<file path="config.mk">
export PLATFORM = sky130hd
export DESIGN_NAME = modular_inverse_top
export DESIGN_NICKNAME = d
export VERILOG_FILES = /design/src/modinv_pkg.sv /design/src/modular_inverse_top.sv /design/src/modinv_datapath.sv /design/src/modinv_ctrl.sv
export SDC_FILE = /design/constraint.sdc
export NUM_CORES = 2
export LEC_CHECK = 0
export BUFFER_PORTS_ARGS = -buffer_cell sky130_fd_sc_hd__buf_2
export CORE_MARGIN = 5
export CORE_UTILIZATION = 64
export CTS_CLUSTER_DIAMETER = 200
export DETAILED_ROUTE_END_ITERATION = 6
export PLACE_DENSITY_LB_ADDON = 0.25
export SYNTH_ARGS = -nofsm -noshare
export SYNTH_HDL_FRONTEND = slang
export SYNTH_SLANG_ARGS = --single-unit
</file>
<file path="constraint.sdc">
create_clock -name clock -period 26.4 [get_ports clock]
set_input_delay 1.32 -clock clock [delete_from_list [all_inputs] [get_ports clock]]
set_output_delay 1.32 -clock clock [all_outputs]
set_load 0.005 [all_outputs]
</file>
<file path="src/modinv_pkg.sv">
package modinv_pkg;

   typedef enum logic [2:0] {
      ST_IDLE,
      ST_ROUND,
      ST_DIV,
      ST_DIV_END,
      ST_OUT
   } state_type;

   typedef struct packed {
      logic load;
      logic fast_step;
      logic div_start;
      logic div_step;
      logic div_finish;
      logic finalize;
   } cmd_type;

   typedef struct packed {
      logic r1_zero;
      logic q_small;
      logic div_last;
   } status_type;

endpackage

</file>
<file path="src/modular_inverse_top.sv">
// Modular inverse by the extended Euclidean algorithm.
// Input channel: req_valid / req_stall carry one item (req_value, req_modulus),
// both WORD_BITS-1 bits unsigned. Result channel: rsp_valid / rsp_stall carry
// rsp_inverse, the Bezout coefficient of the value with the modulus added once
// when negative; it is the true inverse when gcd is one. A zero modulus gives 1.
// One item is in flight at a time: req_stall is low only while idle.
// Each Euclid round with quotient 0 or 1 is a single step in ST_ROUND; a
// round with a larger quotient runs the shared restoring divider, one
// quotient bit per cycle, through ST_DIV and then ST_DIV_END. The divider
// loop also builds quotient times coefficient by shift-and-add.
// The result sits in an output register; while rsp_stall is high the item
// and rsp_valid hold, and no new item is taken.
// Reset (synchronous, active high) returns the controller to idle and drops
// rsp_valid; datapath registers are not cleared.
module modular_inverse_top import modinv_pkg::*; #(
   parameter int WORD_BITS = 64
) (
   input  logic                 clock,
   input  logic                 reset,
   input  logic                 req_valid,
   output logic                 req_stall,
   input  logic [WORD_BITS-2:0] req_value,
   input  logic [WORD_BITS-2:0] req_modulus,
   output logic                 rsp_valid,
   input  logic                 rsp_stall,
   output logic [WORD_BITS-2:0] rsp_inverse
);
   cmd_type    cmd;
   status_type status;

   // sequence the rounds and the divider
   modinv_ctrl u_ctrl (
      .clock, .reset, .req_valid, .req_stall, .rsp_valid, .rsp_stall,
      .status, .cmd
   );

   // hold remainders, coefficients and the divider state
   modinv_datapath #(.WORD_BITS(WORD_BITS)) u_dp (
      .clock, .req_value, .req_modulus, .cmd, .status, .rsp_inverse
   );
endmodule

</file>
<file path="src/modinv_datapath.sv">
module modinv_datapath import modinv_pkg::*; #(
   parameter int WORD_BITS = 64
) (
   input  logic                   clock,
   input  logic [WORD_BITS-2:0]   req_value,
   input  logic [WORD_BITS-2:0]   req_modulus,
   input  cmd_type                cmd,
   output status_type             status,
   output logic [WORD_BITS-2:0]   rsp_inverse
);
   localparam int OpW  = WORD_BITS - 1;
   localparam int CntW = $clog2(WORD_BITS);

   logic [OpW-1:0]       r0_ff, r0_in, r1_ff, r1_in, m_ff, m_in;
   logic [OpW-1:0]       p_ff, p_in, d_ff, d_in, inv_ff, inv_in;
   logic [WORD_BITS-1:0] s0_ff, s0_in, s1_ff, s1_in, t_ff, t_in;
   logic [CntW-1:0]      cnt_ff, cnt_in;
   logic [WORD_BITS-1:0] pp, twice_r1, s_fix;
   logic                 qbit;

   always_comb begin
      twice_r1 = {r1_ff, 1'b0};
      pp       = {p_ff, d_ff[OpW-1]};
      qbit     = pp >= {1'b0, r1_ff};
      s_fix    = s0_ff[WORD_BITS-1] ? s0_ff + {1'b0, m_ff} : s0_ff;

      r0_in = r0_ff; r1_in = r1_ff; m_in = m_ff;
      s0_in = s0_ff; s1_in = s1_ff;
      p_in = p_ff; d_in = d_ff; t_in = t_ff; cnt_in = cnt_ff; inv_in = inv_ff;

      if (cmd.load) begin
         r0_in = req_value; r1_in = req_modulus; m_in = req_modulus;
         s0_in = WORD_BITS'(1); s1_in = '0;
      end
      if (cmd.fast_step) begin
         if (r0_ff < r1_ff) begin
            // quotient zero: swap
            r0_in = r1_ff; r1_in = r0_ff;
            s0_in = s1_ff; s1_in = s0_ff;
         end else begin
            // quotient one: subtract
            r0_in = r1_ff; r1_in = r0_ff - r1_ff;
            s0_in = s1_ff; s1_in = s0_ff - s1_ff;
         end
      end
      if (cmd.div_start) begin
         p_in = '0; d_in = r0_ff; t_in = '0; cnt_in = '0;
      end
      if (cmd.div_step) begin
         p_in   = qbit ? OpW'(pp - {1'b0, r1_ff}) : OpW'(pp);
         d_in   = {d_ff[OpW-2:0], 1'b0};
         t_in   = {t_ff[WORD_BITS-2:0], 1'b0} + (qbit ? s1_ff : '0);
         cnt_in = cnt_ff + CntW'(1);
      end
      if (cmd.div_finish) begin
         r0_in = r1_ff; r1_in = p_ff;
         s0_in = s1_ff; s1_in = s0_ff - t_ff;
      end
      if (cmd.finalize)
         inv_in = s_fix[OpW-1:0];
   end

   always_ff @(posedge clock) begin
      r0_ff <= r0_in; r1_ff <= r1_in; m_ff <= m_in;
      s0_ff <= s0_in; s1_ff <= s1_in;
      p_ff <= p_in; d_ff <= d_in; t_ff <= t_in; cnt_ff <= cnt_in;
      inv_ff <= inv_in;
   end

   assign status.r1_zero  = (r1_ff == '0);
   assign status.q_small  = ({1'b0, r0_ff} < twice_r1);
   assign status.div_last = (cnt_ff == CntW'(WORD_BITS - 2));
   assign rsp_inverse     = inv_ff;
endmodule

</file>
<file path="src/modinv_ctrl.sv">
module modinv_ctrl import modinv_pkg::*; (
   input  logic       clock,
   input  logic       reset,
   input  logic       req_valid,
   output logic       req_stall,
   output logic       rsp_valid,
   input  logic       rsp_stall,
   input  status_type status,
   output cmd_type    cmd
);
   state_type state_ff, state_in;

   always_ff @(posedge clock) begin
      if (reset) state_ff <= ST_IDLE;
      else       state_ff <= state_in;
   end

   always_comb begin
      state_in  = state_ff;
      cmd       = '0;
      req_stall = 1'b1;
      rsp_valid = 1'b0;
      case (state_ff)
         ST_IDLE: begin
            req_stall = 1'b0;
            if (req_valid) begin
               cmd.load = 1'b1;
               state_in = ST_ROUND;
            end
         end
         ST_ROUND: begin
            if (status.r1_zero) begin
               cmd.finalize = 1'b1;
               state_in     = ST_OUT;
            end else if (status.q_small) begin
               cmd.fast_step = 1'b1;
            end else begin
               cmd.div_start = 1'b1;
               state_in      = ST_DIV;
            end
         end
         ST_DIV: begin
            cmd.div_step = 1'b1;
            if (status.div_last) state_in = ST_DIV_END;
         end
         ST_DIV_END: begin
            cmd.div_finish = 1'b1;
            state_in       = ST_ROUND;
         end
         ST_OUT: begin
            rsp_valid = 1'b1;
            if (!rsp_stall) state_in = ST_IDLE;
         end
         default: state_in = ST_IDLE;
      endcase
   end
endmodule

</file>
Word level (Yosys, flattened, before mapping). Index checks and enable logic that the tools add are counted.

Flip-flop bits (word level): 579. Output and inout bits: 65.

Add/subtract/negate cells: 7. Magnitude comparators: 3. Eq/ne operators: 9. Multiplexer cells: 43. Reduce and logical (&&, ||, !) cells: 5.

Operators with widths (number): $mux W63 (13); $mux W64 (10); $sub A64 B64 Y64 (2); $sub A63 B63 Y63 (2); $add A64 B64 Y64 (1); $ge A64 B63 Y1 (1); $lt A63 B64 Y1 (1); $add A63 B63 Y63 (1); $logic_not A63 Y1 (1); $lt A63 B63 Y1 (1); $mux W3 (5); $pmux W3 S5 (1); $mux W6 (2); $mux W1 (10); $add A6 B1 Y6 const B (1); $eq A3 B2 Y1 const B (2); $eq A6 B6 Y1 const B (1); $ne A2 B2 Y1 const B (3); $mux W2 (2); $reduce_and A4 Y1 (1); $eq A3 B1 Y1 const B (1); $eq A3 B3 Y1 const B (1); $logic_not A3 Y1 (1); $ne A3 B3 Y1 const B (1); other kinds (2) (2).

Depth between registers and ports, before layout.
Word-level depth: 6. Gate-level depth with buffers: 28. Depth with buffers taken out: 26.

Cells and area by module. Synthesis repeated with hierarchy kept, for this count alone.

Cells, all modules: 5336. Area total of the unflattened synthesis: 47530.6 sq um.

Modules (own cells, without submodules): modinv_datapath (instances 1, cells each 5303, area an instance 47260.3 sq um, sequential area each 17286.6 sq um); modinv_ctrl (instances 1, cells each 33, area an instance 270.3 sq um, sequential area each 60.1 sq um).

Worst setup path after synthesis. Ideal clock, no wire load.

Path type: input port to flip-flop. From: input port req_valid. To: register u_dp.r0_ff[0] (enable). Data arrival time: 19028 ps. Required time: 25179 ps. Slack: 6151 ps. Stages: 2. Path buffers: 0. Cell sequence: inv_1 > o21ai_0.

Word-level cells in the longest chain between the ends: 3.

RTL lines: start: declaration (RTL line modular_inverse_top.sv:20) `input logic req_valid,`; $mux W1 (RTL line modinv_ctrl.sv:26) `if (req_valid) begin`; $mux W1 (RTL line modinv_ctrl.sv:23) `case (state_ff)`; $reduce_bool A3 Y1 (no line); end signal: assignment (RTL line modinv_datapath.sv:64) `r0_ff <= r0_in; r1_ff <= r1_in; m_ff <= m_in;`; end: declaration (RTL line modinv_datapath.sv:14) `logic [OpW-1:0] r0_ff, r0_in, r1_ff, r1_in, m_ff, m_in;`.

No other way between the ends. A chain may end at the register's enable or synchronous reset.

Worst setup path in the final report.
From: register u_dp.r1_ff[0]. To: register u_dp.t_ff[63], data pin.

Word-level cells in the longest chain between the ends: 4.

RTL lines: start: declaration (RTL line modinv_datapath.sv:14); start signal: assignment (RTL line modinv_datapath.sv:64); $ge A64 B63 Y1 (RTL line modinv_datapath.sv:24) `qbit = pp >= {1'b0, r1_ff};`; $mux W64 (RTL line modinv_datapath.sv:52) `t_in = {t_ff[WORD_BITS-2:0], 1'b0} + (qbit ? s1_ff : '0);`; $add A64 B64 Y64 (RTL line modinv_datapath.sv:52); $mux W64 (RTL line modinv_datapath.sv:49) `if (cmd.div_step) begin`; end signal: assignment (RTL line modinv_datapath.sv:66) `p_ff <= p_in; d_ff <= d_in; t_ff <= t_in; cnt_ff <= cnt_in;`; end: declaration (RTL line modinv_datapath.sv:16) `logic [WORD_BITS-1:0] s0_ff, s0_in, s1_ff, s1_in, t_ff, t_in;`.

No other way between the ends.

==> flow_summary.toml <==
[die]
io_pins = 195
fp.dieW_microns = 282
placeableCoreArea_sq_um = 73100
die-height_microns = 282
std_cell_rows = 99
initial_core_util_pct = 64.7
die_area_sq_um = 79400

[setup_path]
worstSetupEndpointType = "register"
worstSetupPathType = "reg2reg"
r2r_start = "u_dp.r1_ff[0]"
worstPathMaxFanout = 24
rrSetupSlack_ns = 18.63
crit_start = "u_dp.r1_ff[0]"
cp-start-kind = "register"
arrival_ns = 8.11
worstPathRequired_ns = 26.74

[global_routing]
grt_pass1_vias = 38500
antenna_found_initial = 5
grt_pass1_wl_microns = 211000
grt_max_degree = 176
grtUsageTotal_pct = 33.3
gr-total-overflow = 0

[sta]
tns_ns = 0
final_hold_viol_count = 0
rsz0062_at_grt = "no"
slew_headroom_pct = 14.1
worstMarginPinSlew_ns = 1.29
setup-violations-final = 0
period_needed_ns = 7.77
final_max_slew_viol_count = 0
finalCritPeriodShare_pct = 29.4
timing.fmax_mhz = 129
final.setup_skew_ns = 0.0315

[finish]
layout_commonest_cell = "edfxtp_1"
fillCellCount = 5789
area_delta_synth_final_pct = 7.62
final_cell_mix = "edfxtp_1, ha_1, a21oi_1"
multi_input_area_sq_um = 27900
ff_latch_area_sq_um = 17300
nets = 5732
layout-drive-gt1-share_pct = 8.12

[logic_synthesis]
synth-main-ff-cell = "edfxtp_1"
synth_area_per_cell_sq_um = 9.23
synth-edff-count = 575
postSynthCellCount = 5121
netlist_area_sq_um = 47300
synth_nets = 5696
synthTopCellsByArea = "edfxtp_1, ha_1, a21oi_1"
yosysTopAreaCellShare_pct = 36.5
async_reset_ff_share_pct = 0
ys_ff_latch = 579
ys_warn_count = 0
synth.distinct_cells = 94
synth-seq-area-share_pct = 36.7
synth_top_cell_by_area = "edfxtp_1"

[cts]
cts_tree = "yes"
cts_root_buf = "clkbuf_16"
ctsResizeCount = 0
path_clk_slew_ns = 0.06
cts_buffer_depth = 3
cts_setup_buffers = 0
htree_levels = 3
cts-buffers-inserted = 69
ctsHoldBuffers = 0
clk_latency_ns = 0.64
cts_sinks = 579

[routing]
drt_iter0_markers = 4743
ant_nets = 0
vias_per_cell = 6.62
drt-total-wl_microns = 138000
vias = 40900
drc = 0
wl_per_cell_microns = 22.3
firstDrtPassIters = 6

[placement]
gp_congestion = 0.958
dpl.hpwl_microns = 104000
port_buffers = 194

[job]
cap_violations = 0

[min_path]
min_from = "u_dp.d_ff[0]"
min_path_type = "reg2reg"

[status]
run_status = "finished clean"
## logic make-up (layout without fill, tap and decap cells)
kind of cell,after synthesis,count (layout),synth area share [%]
compound gates,1662,1662,22.7
simple gates,1351,1351,13.6
flops,579,579,36.7
buf+inv,548,637,4.49
fa+ha+maj,445,445,11.9
xor+xnor,346,346,6.41
mux,190,190,4.17
other cells,0,1,0
## area by class of cell
type,count,area share [%]
Tap cell,959,2.36
Antenna cell,1,0.00492
Clock buffer,90,3.65
Timing Repair Buffer,218,2.31
Inverter,295,2.18
Clock inverter,34,0.620
Sequential cell,579,34.1
Multi-Input combinational cell,3994,54.8
## synthesized netlist by cell type (all sizes together) (48+ instances only)
library cell	instances
edfxtp	575
ha	439
mux2i	136
nor2b	50
xnor2	204
o21ai	387
nand2	357
o22ai	61
nand4	125
nand3	68
inv	294
a22o	63
nor2	420
o21a	52
and2	86
a21oi	439
nor3	56
and3	48
xor2	142
a21o	241
o21bai	66
mux2	54
clkbuf	222
## through the flow
stage / setup WS [ns] / util [%] / instance area [sq um] / hold WS, ns / instances
floorplan: 6.15 / - / 47300 / 0.461 / 5121
global placement: 19.02 / 66.6 / 48700 / 0.484 / 6045
detailed placement: 18.78 / 66.6 / 48700 / 0.500 / 6045
CTS: 18.75 / 69.6 / 50900 / 0.514 / 6169
global route: 18.21 / 69.6 / 50900 / 0.563 / 6170
finish: 18.63 / 69.6 / 50900 / 0.518 / 6170
## routing by layer
| layer | vias to the layer above | share of wire (%) | track usage [%] |
|---|---|---|---|
| li1 | 19200 | - | - |
| met1 | 19300 | 43 | 48.5 |
| met2 | 2098 | 43 | 50.9 |
| met3 | 267 | 11 | 5.74 |
| met4 | 0 | 3.9 | 11.5 |
| met5 | - | 0 | 0 |
## worst max-delay path, stage by stage, from the launching register on
cell,delay [ns]
edfxtp_1,0.49
ha_1,0.26
fa_1,0.42
nor2b_1,0.18
o211ai_1,0.12
a21boi_0,0.36
o21ai_0,0.20
a21oi_1,0.43
a21oi_1,0.30
a211o_1,0.37
a21oi_4,0.44
buf_4,0.34
and2_1,0.16
ha_1,0.21
fa_1,0.24
a21o_1,0.15
a211oi_1,0.09
o31ai_1,0.50
o31ai_1,0.28
nor4_1,0.37
nor2_1,0.17
o31ai_1,0.55
a21oi_1,0.24
o21ai_1,0.25
a31oi_1,0.13
xnor2_1,0.16
nor2_1,0.05
## state kept, by name, indices dropped and copies added, names as in the netlist
register / flops
u_dp.r1_ff: 63
u_dp.s0_ff: 64
u_dp.d_ff: 63
u_dp.r0_ff: 63
u_dp.m_ff: 63
u_dp.p_ff: 63
u_dp.cnt_ff: 6
u_dp.s1_ff: 64
u_dp.t_ff: 64
u_dp.rsp_inverse: 63
u_ctrl.state_ff: 3
## worst paths after layout
| kind | depth (start not counted) | to |
|---|---|---|
| max | 26 | u_dp.t_ff[63] |
| max reg2reg | 26 | u_dp.t_ff[63] |
| min reg2reg | 2 | u_dp.d_ff[0] |
| min | 2 | u_dp.d_ff[0] |
Power is left out: the tool's default activity adds up to more than one toggle a clock period on the data nets, which glitch-free logic cannot reach.
